--- src/hw/rtl/crc32_frame_receiver_macros.svh ---
// Assertion macros for the frame receiver
`ifndef CRC32_FRAME_RECEIVER_MACROS_SVH
`define CRC32_FRAME_RECEIVER_MACROS_SVH

// Same-cycle implication, checked on clk with reset masked
`define CRCFR_ASSERT_NOW(lbl, ante, cons, msg) \
	lbl: assert property (@(posedge clk) disable iff (!arst_n) (ante) |-> (cons)) \
		else $error(msg);

// Next-cycle implication, checked on clk with reset masked
`define CRCFR_ASSERT_NEXT(lbl, ante, cons, msg) \
	lbl: assert property (@(posedge clk) disable iff (!arst_n) (ante) |=> (cons)) \
		else $error(msg);

`endif

--- src/hw/rtl/crcfr_pkg.sv ---
`timescale 1ns / 1ps

package crcfr_pkg;

	localparam logic [31:0] CRC_POLY = 32'hEDB88320;
	localparam logic [31:0] CRC_INIT = 32'hFFFFFFFF;

	// Frame outcome codes
	typedef enum logic [1:0] {
		OUTCOME_OK    = 2'd0,
		OUTCOME_MAGIC = 2'd1,
		OUTCOME_CRC   = 2'd2
	} outcome_t;

	// One result word from the parser core
	typedef struct packed {
		logic        valid;
		logic        has_byte;
		logic [7:0]  payload_byte;
		logic        frame_done;
		outcome_t    outcome;
		logic [7:0]  msg_type;
		logic [7:0]  command_code;
		logic [7:0]  frame_version;
		logic [15:0] status_word;
		logic [31:0] payload_length;
	} result_t;

	// Reflected CRC-32 update over one byte, eight bit steps unrolled
	function automatic logic [31:0] crc_byte(input logic [31:0] crc, input logic [7:0] b);
		logic [31:0] c;
		c = crc ^ {24'd0, b};
		for (int k = 0; k < 8; k++) begin
			if (c[0]) begin
				c = (c >> 1) ^ CRC_POLY;
			end else begin
				c = c >> 1;
			end
		end
		return c;
	endfunction

endpackage

--- src/hw/rtl/crcfr_core.sv ---
`timescale 1ns / 1ps

// Header parser, payload counter and CRC check; one byte per step
module crcfr_core (
	input  logic                 clk,
	input  logic                 arst_n,
	input  logic                 step,
	input  logic [7:0]           data,
	input  logic [15:0]          expected_magic,
	output crcfr_pkg::result_t   res
);

	// Header byte positions
	localparam logic [3:0] POS_MAGIC_END  = 4'd1;
	localparam logic [3:0] POS_VERSION    = 4'd2;
	localparam logic [3:0] POS_TYPE       = 4'd3;
	localparam logic [3:0] POS_COMMAND    = 4'd4;
	localparam logic [3:0] POS_STATUS_END = 4'd6;
	localparam logic [3:0] POS_LENGTH_END = 4'd10;
	localparam logic [3:0] POS_LAST       = 4'd14;

	logic [3:0]  pos_q;
	logic        in_payload_q;
	logic [15:0] magic_q;
	logic [7:0]  version_q;
	logic [7:0]  type_q;
	logic [7:0]  command_q;
	logic [15:0] status_q;
	logic [31:0] length_q;
	logic [31:0] checksum_q;
	logic [31:0] remaining_q;
	logic [31:0] crc_q;

	logic [31:0] crc_next;
	logic [31:0] remaining_next;
	logic        payload_last;
	logic        magic_ok;

	assign crc_next       = crcfr_pkg::crc_byte(crc_q, data);
	assign remaining_next = remaining_q - 32'd1;
	assign payload_last   = (remaining_next == 32'd0);
	assign magic_ok       = (magic_q == expected_magic);

	// Result for the byte at hand
	always_comb begin
		res                = '0;
		res.outcome        = crcfr_pkg::OUTCOME_OK;
		res.msg_type       = type_q;
		res.command_code   = command_q;
		res.frame_version  = version_q;
		res.status_word    = status_q;
		res.payload_length = length_q;
		if (in_payload_q) begin
			res.valid        = 1'b1;
			res.has_byte     = 1'b1;
			res.payload_byte = data;
			if (payload_last) begin
				res.frame_done = 1'b1;
				res.outcome    = (~crc_next == checksum_q) ? crcfr_pkg::OUTCOME_OK
					: crcfr_pkg::OUTCOME_CRC;
			end
		end else if (pos_q == POS_LAST) begin
			if (!magic_ok) begin
				res.valid      = 1'b1;
				res.frame_done = 1'b1;
				res.outcome    = crcfr_pkg::OUTCOME_MAGIC;
			end else if (length_q == 32'd0) begin
				res.valid      = 1'b1;
				res.frame_done = 1'b1;
			end
		end
	end

	// Parser state
	always_ff @(posedge clk or negedge arst_n) begin
		if (!arst_n) begin
			pos_q        <= '0;
			in_payload_q <= 1'b0;
			magic_q      <= '0;
			version_q    <= '0;
			type_q       <= '0;
			command_q    <= '0;
			status_q     <= '0;
			length_q     <= '0;
			checksum_q   <= '0;
			remaining_q  <= '0;
			crc_q        <= crcfr_pkg::CRC_INIT;
		end else if (step) begin
			if (in_payload_q) begin
				crc_q       <= crc_next;
				remaining_q <= remaining_next;
				if (payload_last) begin
					in_payload_q <= 1'b0;
					pos_q        <= '0;
				end
			end else begin
				// capture header fields, big-endian shifts
				if (pos_q <= POS_MAGIC_END) begin
					magic_q <= {magic_q[7:0], data};
				end else if (pos_q == POS_VERSION) begin
					version_q <= data;
				end else if (pos_q == POS_TYPE) begin
					type_q <= data;
				end else if (pos_q == POS_COMMAND) begin
					command_q <= data;
				end else if (pos_q <= POS_STATUS_END) begin
					status_q <= {status_q[7:0], data};
				end else if (pos_q <= POS_LENGTH_END) begin
					length_q <= {length_q[23:0], data};
				end else begin
					checksum_q <= {checksum_q[23:0], data};
				end

				if (pos_q == POS_LAST) begin
					pos_q <= '0;
					if (magic_ok && (length_q != 32'd0)) begin
						in_payload_q <= 1'b1;
						remaining_q  <= length_q;
						crc_q        <= crcfr_pkg::CRC_INIT;
					end
				end else begin
					pos_q <= pos_q + 4'd1;
				end
			end
		end
	end

endmodule

--- src/hw/rtl/crc32_frame_receiver.sv ---
// Path: an accepted byte enters the input register, then passes once through the parser
// and the 8-step CRC byte update into the result register. Throughput: one byte per
// cycle while the result register is not held by out_stall.
// Header bytes other than the last produce no result word.
// Reset (arst_n low, asynchronous): parser idle at header byte 0, CRC all ones,
// expected magic 0, both pipeline registers empty.
`timescale 1ns / 1ps

module crc32_frame_receiver (
	input  logic        clk,
	input  logic        arst_n,
	// configuration
	input  logic        cfg_wr_en,
	input  logic [15:0] cfg_wr_data,
	// byte input
	input  logic        in_valid,
	output logic        in_stall,
	input  logic [7:0]  data_byte,
	// result output
	output logic        out_valid,
	input  logic        out_stall,
	output logic        has_byte,
	output logic [7:0]  payload_byte,
	output logic        frame_done,
	output logic [1:0]  outcome,
	output logic [7:0]  msg_type,
	output logic [7:0]  command_code,
	output logic [7:0]  frame_version,
	output logic [15:0] status_word,
	output logic [31:0] payload_length
);

	`include "crc32_frame_receiver_macros.svh"

	logic [15:0]        expected_magic_q;
	logic               valid_s1;
	logic [7:0]         data_s1;
	logic               out_valid_q;
	crcfr_pkg::result_t out_q;
	crcfr_pkg::result_t res;
	logic               advance;
	logic               step;

	// pipeline moves when the result register is empty or being drained
	assign advance  = !out_valid_q || !out_stall;
	assign in_stall = valid_s1 && !advance;
	assign step     = valid_s1 && advance;

	// Magic register
	always_ff @(posedge clk or negedge arst_n) begin
		if (!arst_n) begin
			expected_magic_q <= '0;
		end else if (cfg_wr_en) begin
			expected_magic_q <= cfg_wr_data;
		end
	end

	// Input register
	always_ff @(posedge clk or negedge arst_n) begin
		if (!arst_n) begin
			valid_s1 <= 1'b0;
		end else if (in_valid && !in_stall) begin
			valid_s1 <= 1'b1;
		end else if (advance) begin
			valid_s1 <= 1'b0;
		end
	end

	always_ff @(posedge clk) begin
		if (in_valid && !in_stall) begin
			data_s1 <= data_byte;
		end
	end

	crcfr_core u_core (
		.clk            (clk),
		.arst_n         (arst_n),
		.step           (step),
		.data           (data_s1),
		.expected_magic (expected_magic_q),
		.res            (res)
	);

	// Result register
	always_ff @(posedge clk or negedge arst_n) begin
		if (!arst_n) begin
			out_valid_q <= 1'b0;
		end else if (advance) begin
			out_valid_q <= step && res.valid;
		end
	end

	always_ff @(posedge clk) begin
		if (step && res.valid) begin
			out_q <= res;
		end
	end

	assign out_valid      = out_valid_q;
	assign has_byte       = out_q.has_byte;
	assign payload_byte   = out_q.payload_byte;
	assign frame_done     = out_q.frame_done;
	assign outcome        = out_q.outcome;
	assign msg_type       = out_q.msg_type;
	assign command_code   = out_q.command_code;
	assign frame_version  = out_q.frame_version;
	assign status_word    = out_q.status_word;
	assign payload_length = out_q.payload_length;

	// Checks
	`CRCFR_ASSERT_NOW(a_stall_has_word, in_stall, valid_s1, "input stalled with empty stage")
	`CRCFR_ASSERT_NEXT(a_held_word_kept, valid_s1 && out_valid_q && out_stall, valid_s1, "input word lost while output held")
	`CRCFR_ASSERT_NOW(a_magic_no_byte, out_valid_q && frame_done && (outcome == crcfr_pkg::OUTCOME_MAGIC), !has_byte, "magic mismatch carries a payload byte")
	`CRCFR_ASSERT_NOW(a_outcome_idle, out_valid_q && !frame_done, outcome == crcfr_pkg::OUTCOME_OK, "outcome set mid-frame")

endmodule

--- config.mk ---
export PLATFORM = sky130hd
export DESIGN_NAME = crc32_frame_receiver
export DESIGN_NICKNAME = d
export VERILOG_FILES = /design/src/hw/rtl/crcfr_pkg.sv /design/src/hw/rtl/crcfr_core.sv /design/src/hw/rtl/crc32_frame_receiver.sv
export VERILOG_INCLUDE_DIRS = /design/src /design/src/hw/rtl
export SDC_FILE = /design/constraint.sdc
export NUM_CORES = 1
export LEC_CHECK = 0
export ABC_AREA = 1
export BUFFER_PORTS_ARGS = -buffer_cell sky130_fd_sc_hd__clkbuf_2
export CORE_ASPECT_RATIO = 1.5
export CORE_MARGIN = 5
export CORE_UTILIZATION = 49
export DETAILED_ROUTE_END_ITERATION = 10
export PLACE_DENSITY_LB_ADDON = 0.2
export SETUP_SLACK_MARGIN = 0.3
export SYNTH_ARGS = -nofsm -noshare
export SYNTH_HDL_FRONTEND = slang
export SYNTH_SLANG_ARGS = --single-unit
--- constraint.sdc ---
create_clock -name clk -period 7.6 [get_ports clk]
set_input_delay 1.14 -clock clk [delete_from_list [all_inputs] [get_ports clk]]
set_output_delay 1.14 -clock clk [all_outputs]
set_load 0.01 [all_outputs]
* After elaboration in Yosys (flattened, before gate mapping)
Cells that the tools add are included.
** Operators by class
- Add/sub/neg operators :: 2
- Reduce and logical (&&, ||, !) cells :: 25
- Bitwise gates (word level) :: 17
- Equality and inequality tests :: 7
- Muxes and demuxes :: 33
- Magnitude comparators :: 3
** Operators by type and width (number)
- 32-bit 2-to-1 mux :: 14
- 13-bit inverter with 14-bit output :: 8
- 32-bit logical NOT :: 2
- 32-bit == test :: 1
- 32-bit inverter :: 1
- 32-bit nonzero test :: 1
- 32-bit by 1-bit subtractor with 32-bit output (second input constant) :: 1
- 32-bit by 8-bit XOR with 32-bit output :: 1
- 16-bit == test :: 1
- 8-bit AND reduction :: 2
- 4-bit 2-to-1 mux :: 3
- 1-bit 2-to-1 mux :: 11
- 3-bit 2-to-1 mux :: 3
- 9-bit 2-to-1 mux :: 1
- 4-bit by 2-bit == test with 1-bit output (second input constant) :: 2
- 1-bit inverter :: 7
- 7-bit AND reduction :: 1
- 3-bit AND reduction :: 2
- 6-bit AND reduction :: 1
- 2-bit nonzero test :: 3
- 1-bit logical AND :: 5
- 5-bit AND reduction :: 1
- 4-bit by 1-bit adder with 4-bit output (second input constant) :: 1
- 4-bit by 3-bit == test with 1-bit output (second input constant) :: 1
- 10 further kinds :: 13
** Word-level totals
- Word-level logic and storage cells :: 111
- Bits in registers :: 299
- Output and inout bits :: 86
- Input bits :: 29

* Longest topological paths before layout
Gate-level depths: netlist of run 1.
- Depth in word-level cells :: 22
- Depth in mapped cells :: 18
- Depth with buffers taken out :: 18

* By module
A second synthesis of run 1 with hierarchy kept.
** Second synthesis, totals
- Cells, all modules :: 1732
- Area total of the unflattened synthesis :: 14491.4 sq um
** Modules (own cells, without submodules)
- crcfr_core :: area an instance 10978.0 sq um, cells an instance 1558, instances 1, seq. area each 4769.6 sq um
- crc32_frame_receiver :: area an instance 3513.4 sq um, cells an instance 174, instances 1, seq. area each 3213.1 sq um

* Least setup slack after synthesis of run 1
No wires, ideal clock.
- Path kind :: input -> register
- Start :: input port out_stall
- End :: register out_q (netlist bit command_code[0]), enable pin
- Arrival time :: 4.857 ns
- Buffers on the path :: 0
- Slack :: 2.216 ns
- Data required time :: 7.073 ns
- Library setup time :: 0.527 ns
- Stages :: 3
- Cells stage by stage :: nand2_1 -> nand2_1 -> nor2_1
** Between the ends
- Word-level cells in the longest chain between the ends :: 4
** Ends and longest elaborated chain
- start: declaration :: RTL line crc32_frame_receiver.sv:21 : input logic out_stall,
- 1-bit logical NOT :: RTL line crc32_frame_receiver.sv:45 : assign advance = !out_valid_q || !out_stall;
- 1-bit logical OR :: RTL line crc32_frame_receiver.sv:45
- 1-bit logical AND :: RTL line crc32_frame_receiver.sv:47 : assign step = valid_s1 && advance;
- 1-bit logical AND :: RTL line crc32_frame_receiver.sv:94 : if (step && res.valid) begin
- end signal: assignment :: RTL line crc32_frame_receiver.sv:95 : out_q <= res;
- end: declaration :: RTL line crc32_frame_receiver.sv:39 : crcfr_pkg::result_t out_q;
No other way between the ends.
A chain may end at the register's enable or synchronous reset.

* Worst setup path after layout of run 1
- Start :: register u_core.in_payload_q
- End :: register out_q (netlist bit status_word[0]), enable pin
** Between the ends
- Word-level cells in the longest chain between the ends :: 2
** Ends and longest elaborated chain
- start: declaration :: RTL line crcfr_core.sv:23 : logic in_payload_q;
- start signal: assignment :: RTL line crcfr_core.sv:78 : in_payload_q <= 1'b0;
- start signal: assignment :: RTL line crcfr_core.sv:93 : in_payload_q <= 1'b0;
- start signal: assignment :: RTL line crcfr_core.sv:117 : in_payload_q <= 1'b1;
- 1-bit 2-to-1 mux :: RTL line crcfr_core.sv:53 : if (in_payload_q) begin
- 1-bit logical AND :: RTL line crc32_frame_receiver.sv:94
No other way between the ends.

==> results.json, run 1 <==
{
  "core-area_sq_mm": 0.02948,
  "crit_path_start_kind": "register",
  "synth.distinct_cells": 38,
  "first_global_vias": 12358,
  "ff2ff_path_depth": 6,
  "cp.required_ns": 7.80,
  "syn_nets": 1777,
  "async_flop_share_pct": 69.23,
  "ir_drop_mv": 0.2027,
  "arrival_ns": 3.86,
  "yosysTopAreaCellShare_pct": 29.89,
  "wirelength_um": 43130,
  "fillers": 2727,
  "syn_inst": 1746,
  "post_cts_buffers": 0,
  "fmax_ghz": 0.2732,
  "yosys_warnings": 0,
  "powerDensity_mw_per_mm2": 295.5,
  "end_kind": "register",
  "ys.flop_type": "dfrtp_1",
  "cts_hold_buf": 0,
  "slew_violations": 0,
  "antenna_found_initial": 0,
  "drive_gt1_share_pct": 14.95,
  "drv_cap": 0,
  "fin_worst_skew_ns": 0.01063,
  "place_hpwl_um": 31540,
  "cp_max_fo": 45,
  "grt-ovfl-total": 0,
  "die_w_um": 151.2,
  "root_buffer": "clkbuf_16",
  "hold_path.class": "register to register",
  "wl_per_cell_um": 19.02,
  "grt_usage_pct": 25.93,
  "numClockSinks": 299,
  "synth_seq_cells": 299,
  "drtAntennaViolNets": 0,
  "fin_tns_setup_ns": 0,
  "diodes": 0,
  "p_leak_nw": 7.939,
  "finalCritPeriodShare_pct": 48.16,
  "cts_resized": 0,
  "vias": 12266,
  "status": "completed",
  "die_h_um": 221.8,
  "worstMarginPinSlew_ns": 1.158,
  "gp_congestion": 1.010,
  "seq_area_sq_mm": 0.007984,
  "h-tree-depth": 1,
  "grt_max_degree": 80,
  "cts.clk_slew.worst_paths_ns": 0.06,
  "dr.pass1.iters": 5,
  "pin_count": 115,
  "synth.yosys.seq_area_share_pct": 54.49,
  "synth_most_common_cell": "nand2_1",
  "rrSetupSlack_ns": 3.94,
  "syn_area_sq_mm": 0.01465,
  "grt_pass1_wl_um": 67550,
  "holdPathStages": 0,
  "yosysTopAreaCell": "dfrtp_1",
  "multi_input_area_sq_mm": 0.005774,
  "synthTopCellsByCount": "nand2_1 (592), inv_1 (178), dfrtp_1 (175)",
  "syn_area_per_cell_sq_um": 8.391,
  "num_rows": 77,
  "initial_core_util_pct": 49.69,
  "clock_latency_ns": 0.57,
  "clk_path_buf_depth": 3,
  "io_buffer_count": 114,
  "synth-edff-count": 92,
  "tritoncts": "built",
  "hold_viol": 0,
  "fp.dieArea_sq_mm": 0.03353,
  "via_per_inst": 5.408,
  "worstSetupPathType": "register to register",
  "max-slew-margin-rel_pct": 22.60,
  "area_growth_pct": 13.87,
  "finalSetupViolations": 0,
  "numCtsBuffers": 29,
  "finalNetCount": 1881,
  "drcViolationCount": 0,
  "total_power_mw": 4.929,
  "min_period_ns": 3.660,
  "synthTopCellsByArea": "dfrtp_1 (30%), edfxtp_1 (19%), nand2_1 (15%), o21ai_0 (5.8%), dfstp_2 (5.7%)",
  "rsz0062_at_grt": "false",
  "drt-initial-drc-count": 1104
}
[cells by family after synthesis]
kind of cell             after synthesis  synth area share [%]
flip-flops                           299                 54.49
AND/OR/NAND/NOR                      919                 26.77
AO/OA/AOI/OAI                        237                 8.856
adder cells (fa/ha/maj)                2                0.1708
XOR/XNOR                              33                 2.127
multiplexers                          16                 1.230
buffers and inverters                240                 6.363
[flip-flops by register name, summed over array words and instances (netlist names), 16 cells and up]
register and flops:
u_core.magic_q 16, status_word 16, expected_magic_q 16, u_core.crc_q 32, payload_length 32, u_core.checksum_q 32
u_core.length_q 32, u_core.status_q 16, u_core.remaining_q 32
[critical path: stages (launching register included)]
cell,delay [ns]
dfrtp_2,0.65
buf_4,0.50
nor2_1,0.12
inv_1,0.14
o21ai_0,0.22
nor2_4,0.93
buf_4,0.66
[power by group]
part / total, mW / switching, mW / internal, mW
clock: 1.60 / 0.628 / 0.974
sequential: 2.33 / 0.277 / 2.05
combinational: 0.999 / 0.662 / 0.337
total: 4.93 / 1.57 / 3.36
[final timing paths]
check                                                endpoint                             from
max                                  status_word[0]$_DFFE_PP_  u_core.in_payload_q$_DFFE_PN0P_
min in group asynchronous  u_core.remaining_q[20]$_DFFE_PN0P_                           arst_n
max in group asynchronous     u_core.version_q[1]$_DFFE_PN0P_                           arst_n
max reg2reg                          status_word[0]$_DFFE_PP_  u_core.in_payload_q$_DFFE_PN0P_
min                                 status_word[10]$_DFFE_PP_  u_core.status_q[10]$_DFFE_PN0P_
min reg2reg                         status_word[10]$_DFFE_PP_  u_core.status_q[10]$_DFFE_PN0P_
[area by class of cell]
cell class	instances	share of cell area (%)
Clock inverter	15	1.613
Multi-Input combinational cell	1207	34.61
Tap cell	395	2.963
Sequential cell	299	47.86
Timing Repair Buffer	125	3.968
Clock buffer	39	4.755
Inverter	188	4.230
[through the flow]
step / std cells / worst slack [ns] / util [%] / instance area, sq um / hold WS, ns
2_1_floorplan: 1746 / 2.216 / - / 14650 / 0.4194
3_3_place_gp: 2214 / 3.952 / 52.98 / 15620 / 0.4258
3_5_place_dp: 2214 / 3.972 / 52.98 / 15620 / 0.4314
4_1_cts: 2268 / 3.964 / 56.59 / 16680 / 0.4467
5_1_grt: 2268 / 3.716 / 56.59 / 16680 / 0.4568
6_report: 2268 / 3.940 / 56.59 / 16680 / 0.4455
[per-layer routing]
metal  GRT usage (%)  vias up  wire, um
met1           29.55     5827     15480
met3           2.556      156      2032
met2           46.50      422     22680
li1                -     5861         -
met5               0        -         0
met4           14.64        0      2931
[placed cells by master (no fill, tap or decap), types with 4 or more instances in the layout]
cell type / instances
a21oi_1: 18
a22oi_1: 24
buf_4: 11
bufinv_16: 7
clkbuf_1: 7
clkbuf_16: 29
clkbuf_2: 113
clkbuf_8: 4
dfrtp_1: 174
dfstp_2: 32
edfxtp_1: 92
inv_1: 178
inv_2: 9
mux2_2: 16
nand2_1: 592
nand2_2: 19
nand2_4: 7
nand3_1: 107
nand3_2: 4
nand3b_1: 5
nand4_1: 19
nor2_1: 125
nor2_2: 5
nor2_4: 9
nor3_1: 15
nor4_1: 5
o211ai_1: 19
o21ai_0: 171
o21ai_1: 4
xor2_1: 29
No activity file was read; power rests on OpenSTA's default activity.
==> inputs of run 2 (changes only) <==
- ABC_AREA: 1 -> 0
- clock period: 7.6 -> 3.2 ns (I/O delays scaled with it)
==> results.json, run 2 <==
{
  "status": "finished with violations",
  "violations": "hold timing",
  "r2r_end": "frame_done$_DFFE_PP_",
  "numCtsBuffers": 28,
  "synthTopCellsByCount": "dfrtp_1 (175), mux2_2 (135), edfxtp_1 (92)",
  "clk_path_buf_depth": 3,
  "synth_seq_cells": 299,
  "layout_commonest_cell": "dfrtp_1",
  "via_per_inst": 5.656,
  "io_buffer_count": 114,
  "place_hpwl_um": 21610,
  "min_period_ns": 2.765,
  "synth-edff-count": 92,
  "arrival_ns": 3.10,
  "syn_inst": 1007,
  "root_buffer": "clkbuf_16",
  "rsz0062_at_grt": "false",
  "seq_power_share_pct": 50.2,
  "pin_count": 115,
  "worstMarginPinSlew_ns": 0.8314,
  "fin_hold_ws_ns": -0.02387,
  "gp_congestion": 0.8409,
  "critPathLaunch": "u_core.remaining_q[8]$_DFFE_PN0P_",
  "p_clk_share_pct": 26.5,
  "dr.pass1.iters": 5,
  "swShare_pct": 30.15,
  "ff2ff_path_depth": 8,
  "fp.dieArea_sq_mm": 0.03112,
  "slew_violations": 0,
  "placement.cell_area_sq_mm": 0.01463,
  "crit_chain": "or4_4 -> nor4_4 -> buf_4 -> xnor2_1 -> o21ai_1 -> nor4_4 -> nand4_1 -> o31ai_2",
  "worst_path_max_delay_cell": "or4_4",
  "hold_path.class": "input port to asynchronous set/reset pin",
  "hold_viol": 9,
  "cp.required_ns": 3.54,
  "area_growth_pct": 16.23,
  "fin_tns_setup_ns": 0,
  "syn_nets": 1038,
  "crit_path_start_kind": "register",
  "first_global_vias": 8694,
  "initial_core_util_pct": 49.72,
  "worstSetupPathType": "register to register",
  "clock_latency_ns": 0.55,
  "fillers": 2234,
  "finalSetupViolations": 0,
  "fin_worst_skew_ns": 0.01496,
  "syn_area_sq_mm": 0.01354,
  "synth.yosys.seq_area_share_pct": 58.98,
  "num_rows": 74,
  "drt-initial-drc-count": 551,
  "crit_path_end": "frame_done$_DFFE_PP_",
  "end_kind": "register",
  "slowest_delay_ns": 0.58,
  "grt_usage_pct": 19.79,
  "finalNetCount": 1177,
  "cp_max_fo": 7,
  "tritoncts": "built",
  "powerDensity_mw_per_mm2": 761.7,
  "wl_per_cell_um": 20.68,
  "antenna_found_initial": 0,
  "power_switching_mw": 3.613,
  "h-tree-depth": 1,
  "numClockSinks": 299,
  "cts.clk_slew.worst_paths_ns": 0.07,
  "layout_setup_ws_ns": 0.4353,
  "pre_cts_slack_ns": 0.1832,
  "diodes": 0,
  "r2r_start": "u_core.remaining_q[8]$_DFFE_PN0P_",
  "combPwrFrac_pct": 23.3,
  "rrSetupSlack_ns": 0.44,
  "core-area_sq_mm": 0.02722,
  "yosysTopAreaCellShare_pct": 32.35,
  "synth_most_common_cell": "dfrtp_1",
  "die_w_um": 145.7,
  "grt-ovfl-total": 0,
  "drv_cap": 0,
  "synth.distinct_cells": 68,
  "max-slew-margin-rel_pct": 44.57,
  "ys.flop_type": "dfrtp_1",
  "fmax_ghz": 0.3617,
  "drtAntennaViolNets": 0,
  "syn_area_per_cell_sq_um": 13.44,
  "drive_gt1_share_pct": 38.53,
  "layout_common_cells": "dfrtp_1 (169), mux2_2 (135), clkbuf_2 (113), edfxtp_1 (92), nor2_1 (66)",
  "crit_top_cell": "nor4_4",
  "ir_drop_mv": 0.5267,
  "drcViolationCount": 0,
  "finalCritPeriodShare_pct": 86.40,
  "vias": 8540,
  "wirelength_um": 31230,
  "synthTopCellsByArea": "dfrtp_1 (32%), edfxtp_1 (20%), mux2_2 (11%), dfstp_2 (6.2%), xnor2_1 (4.2%)",
  "p_leak_nw": 6.456,
  "die_h_um": 213.6,
  "design_area_sq_mm": 0.01573,
  "yosys_warnings": 0,
  "grt_max_degree": 98,
  "grt_pass1_wl_um": 49520,
  "async_flop_share_pct": 69.23,
  "yosysTopAreaCell": "dfrtp_1",
  "cell_internal_pwr_mw": 8.371
}
run 2: cell type report:
cell class	instances	area [sq um]	area share, %
Clock buffer	34	753.2	4.788
Clock inverter	18	132.6	0.8430
Inverter	8	30.03	0.1909
Multi-Input combinational cell	642	5346	33.98
Sequential cell	299	7990	50.79
Tap cell	342	427.9	2.720
Timing Repair Buffer	167	1052	6.688
run 2: logic make-up (layout without fill, tap and decap cells):
logic type	Yosys count	count (layout)	synth area share, %
flops	299	299	58.98
simple gates	250	250	10.21
mux	145	145	11.97
xor+xnor	126	126	9.586
compound gates	119	119	6.360
buf+inv	66	227	2.718
fa+ha+maj	2	2	0.1848
run 2: repair_timing:
item	in CTS	in global routing
resized for setup	5	26
setup buffers	2	8
endpoints found under the setup margin	3	6
pin swaps	1	7
hold buffers	0	0
run 2: per-layer routing:
| layer | up-vias | global-route usage (%) | wire length [um] | part of all wire (%) |
|---|---|---|---|---|
| li1 | 3956 | - | - | - |
| met5 | - | 0 | 0 | 0 |
| met2 | 206 | 36.14 | 16740 | 54 |
| met3 | 62 | 2.495 | 1258 | 4.0 |
| met1 | 4316 | 24.55 | 12300 | 39 |
| met4 | 0 | 6.308 | 926 | 3.0 |
run 2: worst min path at each step:
stage | to | depth (start not counted)
after floorplan | expected_magic_q[0]$_DFFE_PN0P_ | 0
after global placement | command_code[1]$_DFFE_PP_ | 0
after detailed placement | frame_version[4]$_DFFE_PP_ | 0
after CTS | u_core.length_q[30]$_DFFE_PN0P_ | 1
after global routing | u_core.length_q[30]$_DFFE_PN0P_ | 1
final | u_core.remaining_q[20]$_DFFE_PN0P_ | 1
run 2: per-stage QoR:
step                      power (mW)  cells  util, %
after floorplan                7.767   1007        -
after global placement         8.780   1448    53.73
after detailed placement       8.861   1448    53.73
after CTS                      12.06   1502    57.14
after global routing           12.59   1510    57.80
final                          11.98   1510    57.80
run 2: critical path, delay by kind of cell (launching register included):
family                 cells  cell delay (ns)
flip-flops                 1             0.45
AO/OA/AOI/OAI              2             0.33
buffers and inverters      1             0.18
AND/OR/NAND/NOR            4             1.48
XOR/XNOR                   1             0.10
run 2: power by group through the flow:
stage	Sequential, mW	Clock, mW	Combinational, mW
after floorplan	5.72	0	2.05
after global placement	6.05	0	2.73
after detailed placement	6.08	0	2.78
after CTS	6.01	3.25	2.80
after global routing	6.13	3.40	3.07
final	6.02	3.18	2.79
